<file path="src/hw/rtl/fsp_pkg.sv">
// fsp_pkg: shared types and constants for the pixel stream frame parser.
// No dependencies; imported by the front, queue, back and top modules.
`default_nettype none

package fsp_pkg;

  localparam int unsigned AddrW  = 12;
  localparam int unsigned ByteW  = 8;
  localparam int unsigned LenW   = 16;
  localparam int unsigned LedW   = 11;

  localparam logic [ByteW-1:0] CmdPixels  = 8'd0;
  localparam logic [ByteW-1:0] CmdSysex   = 8'd255;
  localparam logic [ByteW-1:0] MaxChannel = 8'd1;

  localparam logic [AddrW-1:0] MaxBytesReset = 12'd1536;
  localparam logic [AddrW-1:0] MinLimit      = 12'd3;
  localparam logic [AddrW-1:0] AddrMax       = 12'd4095;

  // floor(x / 3) = (x * 2731) >> 13 for any 12-bit x
  localparam logic [2*AddrW-1:0] DivThreeMul   = 24'd2731;
  localparam int unsigned        DivThreeShift = 13;

  localparam int unsigned QueueDepth = 2;

  // one-hot parser modes
  typedef enum logic [2:0] {
    ModeHeader  = 3'b001,
    ModeData    = 3'b010,
    ModeDiscard = 3'b100
  } fsp_mode_e;

  typedef enum logic [1:0] {
    HdrChannel = 2'd0,
    HdrCommand = 2'd1,
    HdrLenHigh = 2'd2,
    HdrLenLow  = 2'd3
  } fsp_hdr_e;

  // classified item handed from front to back
  typedef struct packed {
    logic             wr_valid;
    logic [AddrW-1:0] wr_addr;
    logic [ByteW-1:0] wr_data;
    logic             commit;
    logic [AddrW-1:0] total;
    logic             sysex;
    logic             rejected;
  } fsp_op_t;

endpackage

`default_nettype wire

</file>
<file path="src/hw/rtl/fsp_if.sv">
// fsp_if: valid/ready channel interfaces for the stream byte input and the
// parser result output. Depends on nothing.
`default_nettype none

interface fsp_byte_if;
  logic       valid;
  logic       ready;
  logic [7:0] data_byte;

  modport source (output valid, output data_byte, input ready);
  modport sink   (input valid, input data_byte, output ready);
endinterface

interface fsp_result_if;
  logic        valid;
  logic        ready;
  logic        write_valid;
  logic [11:0] write_addr;
  logic [7:0]  write_data;
  logic        frame_commit;
  logic [10:0] led_count;
  logic        sysex_done;
  logic        header_rejected;

  modport source (output valid, output write_valid, output write_addr, output write_data,
                  output frame_commit, output led_count, output sysex_done,
                  output header_rejected, input ready);
  modport sink   (input valid, input write_valid, input write_addr, input write_data,
                  input frame_commit, input led_count, input sysex_done,
                  input header_rejected, output ready);
endinterface

`default_nettype wire

</file>
<file path="src/hw/rtl/fsp_front.sv">
// fsp_front: header parser and payload/discard sequencer; classifies each
// stream byte into an fsp_op_t. Depends on fsp_pkg.
`default_nettype none

module fsp_front #(
  parameter int unsigned BUFFER_BYTES = 4096
) (
  input  logic                       clk_i,
  input  logic                       rst_ni,
  input  logic                       cfg_we_i,
  input  logic [fsp_pkg::AddrW-1:0]  cfg_wdata_i,
  input  logic                       accept_i,
  input  logic [fsp_pkg::ByteW-1:0]  byte_i,
  output fsp_pkg::fsp_op_t           op_o
);
  import fsp_pkg::*;

  localparam int unsigned CapInt = (BUFFER_BYTES > 4095) ? 4095 : BUFFER_BYTES;
  localparam logic [AddrW-1:0] LimCap = AddrW'(CapInt);

  fsp_mode_e         mode_q, mode_d;
  fsp_hdr_e          hdr_q, hdr_d;
  logic [ByteW-1:0]  chan_q, chan_d;
  logic [ByteW-1:0]  cmd_q, cmd_d;
  logic [ByteW-1:0]  len_hi_q, len_hi_d;
  logic [AddrW-1:0]  rd_rem_q, rd_rem_d;
  logic [AddrW-1:0]  rd_total_q, rd_total_d;
  logic [LenW-1:0]   disc_q, disc_d;
  logic [AddrW-1:0]  wr_idx_q, wr_idx_d;
  logic [AddrW-1:0]  max_bytes_q;

  logic [AddrW-1:0]  lim;
  logic [LenW-1:0]   len;
  logic              hdr_ok;

  always_comb begin
    lim = (max_bytes_q > LimCap) ? LimCap : max_bytes_q;
    if (lim < MinLimit) begin
      lim = MinLimit;
    end
  end

  assign len    = {len_hi_q, byte_i};
  assign hdr_ok = (chan_q <= MaxChannel) && (cmd_q == CmdPixels || cmd_q == CmdSysex);

  always_comb begin
    mode_d     = mode_q;
    hdr_d      = hdr_q;
    chan_d     = chan_q;
    cmd_d      = cmd_q;
    len_hi_d   = len_hi_q;
    rd_rem_d   = rd_rem_q;
    rd_total_d = rd_total_q;
    disc_d     = disc_q;
    wr_idx_d   = wr_idx_q;
    op_o       = '0;

    case (mode_q)
      ModeData: begin
        op_o.wr_valid = 1'b1;
        op_o.wr_addr  = wr_idx_q;
        op_o.wr_data  = byte_i;
        if (rd_rem_q <= AddrW'(1)) begin
          rd_rem_d = '0;
          if (cmd_q == CmdPixels) begin
            op_o.commit = 1'b1;
            op_o.total  = rd_total_q;
          end else if (cmd_q == CmdSysex) begin
            op_o.sysex = 1'b1;
          end
          wr_idx_d = '0;
          mode_d   = (disc_q != '0) ? ModeDiscard : ModeHeader;
        end else begin
          rd_rem_d = rd_rem_q - AddrW'(1);
          wr_idx_d = wr_idx_q + AddrW'(1);
        end
      end
      ModeDiscard: begin
        if (disc_q <= LenW'(1)) begin
          disc_d = '0;
          mode_d = ModeHeader;
        end else begin
          disc_d = disc_q - LenW'(1);
        end
      end
      default: begin
        mode_d = ModeHeader;
        case (hdr_q)
          HdrChannel: begin
            chan_d = byte_i;
            hdr_d  = HdrCommand;
          end
          HdrCommand: begin
            cmd_d = byte_i;
            hdr_d = HdrLenHigh;
          end
          HdrLenHigh: begin
            len_hi_d = byte_i;
            hdr_d    = HdrLenLow;
          end
          default: begin
            hdr_d    = HdrChannel;
            wr_idx_d = '0;
            if (len != '0) begin
              if (hdr_ok) begin
                mode_d = ModeData;
                if (len <= {{(LenW-AddrW){1'b0}}, lim}) begin
                  rd_rem_d = len[AddrW-1:0];
                  disc_d   = '0;
                end else begin
                  rd_rem_d = lim;
                  disc_d   = len - {{(LenW-AddrW){1'b0}}, lim};
                end
                rd_total_d = rd_rem_d;
              end else begin
                op_o.rejected = 1'b1;
                mode_d        = ModeDiscard;
                disc_d        = len;
                rd_rem_d      = '0;
              end
            end
          end
        endcase
      end
    endcase
  end

  always_ff @(posedge clk_i or negedge rst_ni) begin
    if (!rst_ni) begin
      mode_q      <= ModeHeader;
      hdr_q       <= HdrChannel;
      chan_q      <= '0;
      cmd_q       <= '0;
      len_hi_q    <= '0;
      rd_rem_q    <= '0;
      rd_total_q  <= '0;
      disc_q      <= '0;
      wr_idx_q    <= '0;
      max_bytes_q <= MaxBytesReset;
    end else begin
      if (cfg_we_i) begin
        max_bytes_q <= cfg_wdata_i;
      end
      if (accept_i) begin
        mode_q     <= mode_d;
        hdr_q      <= hdr_d;
        chan_q     <= chan_d;
        cmd_q      <= cmd_d;
        len_hi_q   <= len_hi_d;
        rd_rem_q   <= rd_rem_d;
        rd_total_q <= rd_total_d;
        disc_q     <= disc_d;
        wr_idx_q   <= wr_idx_d;
      end
    end
  end

endmodule

`default_nettype wire

</file>
<file path="src/hw/rtl/fsp_queue.sv">
// fsp_queue: two-entry FIFO of classified items between front and back.
// Depends on fsp_pkg.
`default_nettype none

module fsp_queue (
  input  logic              clk_i,
  input  logic              rst_ni,
  input  logic              push_i,
  input  fsp_pkg::fsp_op_t  push_data_i,
  output logic              full_o,
  input  logic              pop_i,
  output fsp_pkg::fsp_op_t  head_o,
  output logic              empty_o
);
  import fsp_pkg::*;

  localparam int unsigned PtrW = (QueueDepth > 1) ? $clog2(QueueDepth) : 1;
  localparam int unsigned CntW = $clog2(QueueDepth + 1);
  localparam logic [PtrW-1:0] LastPtr = PtrW'(QueueDepth - 1);

  fsp_op_t          mem_q [QueueDepth];
  logic [PtrW-1:0]  wr_ptr_q, rd_ptr_q;
  logic [CntW-1:0]  cnt_q, cnt_d;

  assign full_o  = (cnt_q == CntW'(QueueDepth));
  assign empty_o = (cnt_q == '0);
  assign head_o  = mem_q[rd_ptr_q];

  always_comb begin
    cnt_d = cnt_q;
    if (push_i && !pop_i) begin
      cnt_d = cnt_q + CntW'(1);
    end else if (pop_i && !push_i) begin
      cnt_d = cnt_q - CntW'(1);
    end
  end

  always_ff @(posedge clk_i or negedge rst_ni) begin
    if (!rst_ni) begin
      wr_ptr_q <= '0;
      rd_ptr_q <= '0;
      cnt_q    <= '0;
    end else begin
      cnt_q <= cnt_d;
      if (push_i) begin
        wr_ptr_q <= (wr_ptr_q == LastPtr) ? '0 : wr_ptr_q + PtrW'(1);
      end
      if (pop_i) begin
        rd_ptr_q <= (rd_ptr_q == LastPtr) ? '0 : rd_ptr_q + PtrW'(1);
      end
    end
  end

  always_ff @(posedge clk_i) begin
    if (push_i) begin
      mem_q[wr_ptr_q] <= push_data_i;
    end
  end

endmodule

`default_nettype wire

</file>
<file path="src/hw/rtl/fsp_back.sv">
// fsp_back: result stage; turns a classified item into the output fields
// (pixel count via reciprocal multiply) and holds it in the output register.
// Depends on fsp_pkg and fsp_if.
`default_nettype none

module fsp_back (
  input  logic              clk_i,
  input  logic              rst_ni,
  input  logic              empty_i,
  input  fsp_pkg::fsp_op_t  head_i,
  output logic              pop_o,
  fsp_result_if.source      res
);
  import fsp_pkg::*;

  logic              out_valid_q;
  logic [2*AddrW-1:0] prod;
  logic              wr_valid_q, commit_q, sysex_q, rejected_q;
  logic [AddrW-1:0]  wr_addr_q;
  logic [ByteW-1:0]  wr_data_q;
  logic [LedW-1:0]   led_q;

  assign pop_o = !empty_i && (!out_valid_q || res.ready);
  assign prod  = {{AddrW{1'b0}}, head_i.total} * DivThreeMul;

  always_ff @(posedge clk_i or negedge rst_ni) begin
    if (!rst_ni) begin
      out_valid_q <= 1'b0;
    end else if (pop_o) begin
      out_valid_q <= 1'b1;
    end else if (res.ready) begin
      out_valid_q <= 1'b0;
    end
  end

  always_ff @(posedge clk_i) begin
    if (pop_o) begin
      wr_valid_q <= head_i.wr_valid;
      wr_addr_q  <= head_i.wr_addr;
      wr_data_q  <= head_i.wr_data;
      commit_q   <= head_i.commit;
      // total is zero unless commit is set
      led_q      <= prod[DivThreeShift +: LedW];
      sysex_q    <= head_i.sysex;
      rejected_q <= head_i.rejected;
    end
  end

  assign res.valid           = out_valid_q;
  assign res.write_valid     = wr_valid_q;
  assign res.write_addr      = wr_addr_q;
  assign res.write_data      = wr_data_q;
  assign res.frame_commit    = commit_q;
  assign res.led_count       = led_q;
  assign res.sysex_done      = sysex_q;
  assign res.header_rejected = rejected_q;

endmodule

`default_nettype wire

</file>
<file path="src/hw/rtl/pixel_stream_frame_parser.sv">
// pixel_stream_frame_parser: top level; front parser, item queue and result
// stage. Depends on fsp_pkg, fsp_if, fsp_front, fsp_queue, fsp_back.
//
//   port      dir  handshake      contents
//   in_byte   in   valid/ready    data_byte
//   out_res   out  valid/ready    write_*, frame_commit, led_count, sysex_done,
//                                 header_rejected (one result per item)
//   cfg_*     in   write enable   max_bytes
//
// One item per cycle sustained while out_res does not stall; an item passes
// through a queue entry, then the output register. The front's parser state
// register sets the rate; bytes are classified combinationally. in_byte.ready
// drops only when the two-entry queue is full, i.e. when out_res has stalled.
// Reset is asynchronous: header mode, max_bytes at 1536, no clearing pass.
`default_nettype none

module pixel_stream_frame_parser #(
  parameter int unsigned BUFFER_BYTES = 4096
) (
  input  logic                      clk_i,
  input  logic                      rst_ni,
  input  logic                      cfg_we_i,
  input  logic [fsp_pkg::AddrW-1:0] cfg_wdata_i,
  fsp_byte_if.sink                  in_byte,
  fsp_result_if.source              out_res
);
  import fsp_pkg::*;

  fsp_op_t op, head;
  logic    accept, full, empty, pop;

  assign in_byte.ready = !full;
  assign accept        = in_byte.valid && !full;

  fsp_front #(
    .BUFFER_BYTES(BUFFER_BYTES)
  ) u_front (
    .clk_i      (clk_i),
    .rst_ni     (rst_ni),
    .cfg_we_i   (cfg_we_i),
    .cfg_wdata_i(cfg_wdata_i),
    .accept_i   (accept),
    .byte_i     (in_byte.data_byte),
    .op_o       (op)
  );

  fsp_queue u_queue (
    .clk_i      (clk_i),
    .rst_ni     (rst_ni),
    .push_i     (accept),
    .push_data_i(op),
    .full_o     (full),
    .pop_i      (pop),
    .head_o     (head),
    .empty_o    (empty)
  );

  fsp_back u_back (
    .clk_i  (clk_i),
    .rst_ni (rst_ni),
    .empty_i(empty),
    .head_i (head),
    .pop_o  (pop),
    .res    (out_res)
  );

endmodule

`default_nettype wire
</file>
<file path="src/flat_wrapper.sv">
// flat-port wrapper written by rule: the top's interface ports become plain ports
module pixel_stream_frame_parser_flat import fsp_pkg::*;
#(
  parameter int unsigned BUFFER_BYTES = 4096
)
  (clk_i, rst_ni, cfg_we_i, cfg_wdata_i, in_byte_valid, in_byte_data_byte, in_byte_ready, out_res_valid, out_res_write_valid, out_res_write_addr, out_res_write_data, out_res_frame_commit, out_res_led_count, out_res_sysex_done, out_res_header_rejected, out_res_ready);
  fsp_byte_if in_byte_i ();
  fsp_result_if out_res_i ();
  input  logic clk_i;
  input  logic rst_ni;
  input  logic cfg_we_i;
  input  logic [fsp_pkg::AddrW-1:0] cfg_wdata_i;
  input wire logic [$bits(in_byte_i.valid)-1:0] in_byte_valid;
  input wire logic [$bits(in_byte_i.data_byte)-1:0] in_byte_data_byte;
  output wire logic [$bits(in_byte_i.ready)-1:0] in_byte_ready;
  output wire logic [$bits(out_res_i.valid)-1:0] out_res_valid;
  output wire logic [$bits(out_res_i.write_valid)-1:0] out_res_write_valid;
  output wire logic [$bits(out_res_i.write_addr)-1:0] out_res_write_addr;
  output wire logic [$bits(out_res_i.write_data)-1:0] out_res_write_data;
  output wire logic [$bits(out_res_i.frame_commit)-1:0] out_res_frame_commit;
  output wire logic [$bits(out_res_i.led_count)-1:0] out_res_led_count;
  output wire logic [$bits(out_res_i.sysex_done)-1:0] out_res_sysex_done;
  output wire logic [$bits(out_res_i.header_rejected)-1:0] out_res_header_rejected;
  input wire logic [$bits(out_res_i.ready)-1:0] out_res_ready;
  assign in_byte_i.valid = in_byte_valid;
  assign in_byte_i.data_byte = in_byte_data_byte;
  assign in_byte_ready = in_byte_i.ready;
  assign out_res_valid = out_res_i.valid;
  assign out_res_write_valid = out_res_i.write_valid;
  assign out_res_write_addr = out_res_i.write_addr;
  assign out_res_write_data = out_res_i.write_data;
  assign out_res_frame_commit = out_res_i.frame_commit;
  assign out_res_led_count = out_res_i.led_count;
  assign out_res_sysex_done = out_res_i.sysex_done;
  assign out_res_header_rejected = out_res_i.header_rejected;
  assign out_res_i.ready = out_res_ready;
  pixel_stream_frame_parser #(.BUFFER_BYTES(BUFFER_BYTES)) u_core (.clk_i(clk_i), .rst_ni(rst_ni), .cfg_we_i(cfg_we_i), .cfg_wdata_i(cfg_wdata_i), .in_byte(in_byte_i), .out_res(out_res_i));
endmodule
</file>
<file path="config.mk">
export PLATFORM = sky130hd
export DESIGN_NAME = pixel_stream_frame_parser_flat
export DESIGN_NICKNAME = d
export VERILOG_FILES = /design/src/hw/rtl/fsp_pkg.sv /design/src/hw/rtl/fsp_if.sv /design/src/hw/rtl/fsp_front.sv /design/src/hw/rtl/fsp_queue.sv /design/src/hw/rtl/fsp_back.sv /design/src/hw/rtl/pixel_stream_frame_parser.sv /design/src/flat_wrapper.sv
export SDC_FILE = /design/constraint.sdc
export NUM_CORES = 1
export LEC_CHECK = 0
export BUFFER_PORTS_ARGS = -buffer_cell sky130_fd_sc_hd__buf_2
export CAP_MARGIN = 30
export CORE_MARGIN = 3
export CORE_UTILIZATION = 60
export CTS_BUF_LIST = sky130_fd_sc_hd__clkbuf_8
export CTS_CLUSTER_SIZE = 20
export DETAILED_ROUTE_END_ITERATION = 10
export GPL_TIMING_DRIVEN = 0
export PLACE_DENSITY_LB_ADDON = 0.25
export SLEW_MARGIN = 20
export SYNTH_ARGS = -nofsm -noshare
export SYNTH_HDL_FRONTEND = slang
export SYNTH_HIERARCHICAL = 1
export SYNTH_SLANG_ARGS = --single-unit
</file>
<file path="constraint.sdc">
create_clock -name clk_i -period 6.9 [get_ports clk_i]
set_clock_uncertainty 0.05 [all_clocks]
set_input_delay 1.38 -clock clk_i [delete_from_list [all_inputs] [get_ports clk_i]]
set_output_delay 1.38 -clock clk_i [all_outputs]
set_load 0.01 [all_outputs]
</file>
Word-level counts from Yosys, hierarchy flattened
Memories as Yosys holds them, arrays and structs flattened.
Cells that the tools add are included.

operators by class
  reduce and logical (&&, ||, !) cells = 32
  $add $sub $neg = 8
  shift operators = 0
  $mul = 1
  magnitude comparators = 6
  multiplexer cells = 42
  div/mod/pow operators = 0
  eq/ne operators = 10
  bitwise operators = 4

operators with widths
  kind                      count
  $mux W12                  9
  $mux W16                  5
  $pmux W12 S2              2
  $mux W35                  1
  $pmux W16 S2              1
  $reduce_bool A16 Y1       2
  $mul A12 B12 Y24 const B  1
  $mux W3                   6
  $le A16 B1 Y1 const B     1
  $le A16 B12 Y1            1
  $sub A16 B1 Y16 const B   1
  $sub A16 B12 Y16          1
  $reduce_and A3 Y1         5
  $mux W14                  1
  $mux W13                  1
  $add A12 B1 Y12 const B   1
  $gt A12 B12 Y1 const B    1
  $le A12 B1 Y1 const B     1
  $lt A12 B2 Y1 const B     1
  $mux W1                   12
  $sub A12 B1 Y12 const B   1
  $eq A8 B8 Y1 const B      1
  $le A8 B1 Y1 const B      1
  $logic_not A8 Y1          1
  23 further kinds          45

word-level totals
  latch bits = 0
  word-level logic and storage cells = 125
  memories = 1
  bits in read-only memories = 0
  register bits = 133
  RAM bits = 72

memories
  memory                depth  bits a word  read ports  clocked after memory_dff  wr ports  line             RTL
  u_core.u_queue.mem_q  2      36           1           0                         1         fsp_queue.sv:21  fsp_op_t mem_q [QueueDepth];

Longest topological paths before layout
  depth after elaboration = 10
  gate-level depth with buffers = 19

By module
The synthesis kept the hierarchy.

modules (own cells, without submodules)
  module                     times used  sequential area each (µm²)  cells each  area an instance (µm²)
  fsp_front                  1           2,306.0                     627         5,662.9
  fsp_back                   1           1,076.0                     313         3,703.6
  fsp_queue                  1           2,262.2                     128         2,934.1
  pixel_stream_frame_parser  1           0.0                         2           10.0

Worst setup path before layout
No wires, ideal clock.

  path kind = reg-to-reg
  start point = register u_core.u_queue.rd_ptr_q
  end point = register u_core.u_back.led_q[9] (netlist: u_core/u_back/res.led_count[9]) (data pin)
  clock period less this slack = 5.157 ns
  arrival = 4.839 ns
  setup slack = 1.743 ns
  stages on the path, launching flop included = 20
  required time = 6.583 ns
  cell sequence = dfrtp_1 -> buf_6 -> buf_12 -> mux2_4 -> ha_1 -> fa_1 -> inv_1 -> fa_1 -> inv_1 -> fa_1 -> inv_1 -> fa_1 -> inv_1 -> ha_1 -> nand3_1 -> o211ai_1 -> a211oi_2 -> o21ai_2 -> a211oi_1 -> a211oi_1

RTL lines
  what                    line             RTL
  start, declared         fsp_queue.sv:22  logic [PtrW-1:0] wr_ptr_q, rd_ptr_q;
  start signal, assigned  fsp_queue.sv:49  rd_ptr_q <= (rd_ptr_q == LastPtr) ? '0 : rd_ptr_q + PtrW'(1);
  end signal, assigned    fsp_back.sv:43   led_q <= prod[DivThreeShift +: LedW];
  end, declared           fsp_back.sv:21   logic [LedW-1:0] led_q;

==> flow_summary.yaml <==
final_layout:
  antenna_cells: 0
  area_growth_pct: 11.9
  layout_commonest_cell: "inv_1"
  post_route_cells_drive_above_1_share: 0.184
  mostFrequentLayoutCells: "inv_1, edfxtp_1, ha_1, dfrtp_1, buf_2"
  nNetsFinal: 1340
critical_path:
  required_ns: 7.09
  cp_max_fo: 10
  setup.worst_path.class: "reg -> reg"
  startpoint_type: "flip-flop"
  cp-end-kind: "flip-flop"
  worstPathArrival_ns: 5.76
  startpoint: "u_core/u_queue/rd_ptr_q$_DFFE_PN0P_"
  reg2reg_from: "u_core/u_queue/rd_ptr_q$_DFFE_PN0P_"
hold_path:
  holdCritPathClass: "reg -> reg"
  hp-start: "u_core/u_front/rd_total_q[1]$_DFFE_PN0P_"
grt:
  use_met1: 0.300
  grt_pass1_vias: 8512
  grt-ovfl-total: 0
  grt_util_met2: 0.409
  antenna_found_initial: 0
  gr-usage-all-layers: 0.234
  grt_max_degree: 73
  grt_first_pass_wirelength_um: 41900
  grt-busiest-layer: "met2"
  groute.layer.met3.usage: 0.0331
clocking:
  cts_setup_buffers: 0
  clk_pin_slew_ns: 0.06
  cts_resized: 0
  worstSkewPairLatency_ns: 0.52
  cts_buffers: 35
  root_buffer: "clkbuf_8"
  tritoncts: "done"
  h-tree-depth: 2
  cts_buffer_depth: 3
  clkSinkCount: 204
  hold_buffers: 0
synth:
  synthCells: 1070
  synthArstFlopShare: 0.475
  yosys_warnings: 6
  synth_seq_area_share: 0.458
  syn-cell-area_mm2: 0.0123
  synth_cell_types: 74
  ys.flop_type: "edfxtp_1"
  syn_area_per_cell_um2: 11.5
  syn_nets: 1238
  synth_edf_count: 107
  ys_ff_latch: 204
timing:
  maxSlewViolCount: 0
  rsz0062_at_grt: "no"
  fin_crit_ns: 5.57
  fin_crit_sh: 0.807
  worst_slew_pin_slew_ns: 0.843
  setup_viol: 0
  max_freq_mhz: 180
  fin_tns_setup_ns: 0
  slew-limit-headroom: 0.437
  finalHoldViolCount: 0
die:
  die_height_um: 149
  core_area_mm2: 0.0198
  pin_count: 62
  dieArea_mm2: 0.0223
  initial_core_util: 0.622
  placement_rows: 51
  fp.dieW_um: 149
route:
  drc: 0
  drt_first_pass_iters: 5
  vias: 8463
  ant_nets: 0
  wl_um: 25300
  drtIter0Drc: 524
  routed_via_density: 5.78
  wl_per_cell_um: 17.3
place:
  port_buffers: 61
  place.gp.congestion: 0.926
  place_hpwl_um: 19000
run_status:
  outcome: "completed"
run:
  max-cap-violations: 0
## cell families (layout without fill, tap and decap cells)
logic type	after synthesis	after routing	share of synthesized area
buffers and inverters	139	267	0.0493
AOI/OAI and AO/OA	208	208	0.112
and+or+nand+nor	270	270	0.114
adders and majority gates	143	143	0.169
muxes	71	71	0.0726
xor gates and xnor gates	35	35	0.0249
DFF	204	204	0.458
## Yosys cell counts, types with 3 or more instances
cell,n,area [µm²]
o21ai_0,50,250
nor2b_1,7,43.8
nor4_1,12,75.1
o21ai_1,30,150
nor2_1,54,203
xnor2_1,19,166
o211ai_1,10,75.1
a211o_1,5,43.8
ha_1,104,1300
nor3_1,20,100
nor3b_1,5,37.5
buf_2,11,55.1
fa_1,39,781
a211oi_2,3,37.5
a21oi_1,31,155
edfxtp_1,107,3210
buf_6,3,33.8
nand3_1,12,60.1
dfstp_2,3,78.8
inv_1,107,402
mux2_4,29,435
clkbuf_1,13,48.8
or3_1,6,37.5
mux2i_1,12,120
a31oi_1,7,43.8
a221o_1,4,40.0
a221oi_1,8,70.1
nand4_1,9,56.3
nand2_1,70,263
dfrtp_1,94,2350
and3_1,16,100
or4_1,3,22.5
a21o_1,18,135
xor2_1,16,140
a22o_1,3,26.3
o21a_1,4,30.0
buf_12,3,60.1
nand2b_1,4,25.0
mux2_2,30,338
o221ai_1,6,52.6
and2_1,35,219
a211oi_1,5,37.5
## final cells by class
class / instances / area [µm²]
fill: 1451 / 6010
inverter: 109 / 409
buffer: 30 / 198
tap: 265 / 332
clock inverter: 25 / 170
clock buffer: 38 / 523
multi-input combinational: 727 / 6080
sequential: 204 / 5640
timing repair buffer: 65 / 414
## path summary, 6_finish.rpt
| kind | cells past startpoint | slack [ns] | end |
|---|---|---|---|
| max | 19 | 1.33 | u_core/u_back/res.led_count[9]$_DFFE_PP_ |
| min in group asynchronous | 1 | 0.68 | u_core/u_front/chan_q[3]$_DFFE_PN0P_ |
| min | 2 | 0.42 | u_core/u_front/rd_total_q[1]$_DFFE_PN0P_ |
| max in group asynchronous | 2 | 5.45 | u_core/u_front/mode_q[0]$_DFFE_PN1P_ |
| max reg2reg | 19 | 1.33 | u_core/u_back/res.led_count[9]$_DFFE_PP_ |
| min reg2reg | 2 | 0.42 | u_core/u_front/rd_total_q[1]$_DFFE_PN0P_ |
## stage by stage
step,cell area (µm²),worst slack [ns],util,hold WS [ns],cells
6_report,13800,1.33,0.696,0.422,1463
2_1_floorplan,12300,1.74,-,0.388,1070
3_3_place_gp,12900,1.40,0.655,0.404,1396
5_1_grt,13800,1.08,0.696,0.451,1463
3_5_place_dp,13100,1.27,0.661,0.415,1400
4_1_cts,13800,1.25,0.696,0.428,1463
## metal layers
metal | vias to the layer above | wire (µm)
met3 | 53 | 1320
met2 | 263 | 12700
met4 | 0 | 600
met1 | 4090 | 10700
li1 | 4057 | -
met5 | - | 0
## sequential cells by signal (all words and copies together) (netlist names), 3 cells and up
name                          count
u_core/u_queue/mem_q             72
u_core/u_back/res.write_data      8
u_core/u_front/chan_q             7
u_core/u_front/rd_total_q        12
u_core/u_back/res.led_count      11
u_core/u_front/max_bytes_q       12
u_core/u_front/rd_rem_q          12
u_core/u_front/disc_q            16
u_core/u_front/cmd_q              8
u_core/u_front/len_hi_q           8
u_core/u_front/wr_idx_q          12
u_core/u_back/res.write_addr     12
u_core/u_front/mode_q             3
## worst max-delay path: stages, from the launching register on
cell and delay (ns):
dfrtp_1 0.35, buf_6 0.19, buf_12 0.18, mux2_4 0.35
ha_1 0.38, fa_1 0.52, inv_1 0.05, fa_1 0.49
inv_1 0.05, fa_1 0.52, inv_1 0.05, fa_1 0.53
inv_1 0.04, ha_1 0.35, nand3_1 0.11, o211ai_1 0.14
a211oi_2 0.43, o21ai_2 0.14, a211oi_1 0.27, a211oi_1 0.07
Power is not shown: default switching activity piles up to over one toggle a cycle in this logic, so the estimate is an artifact.
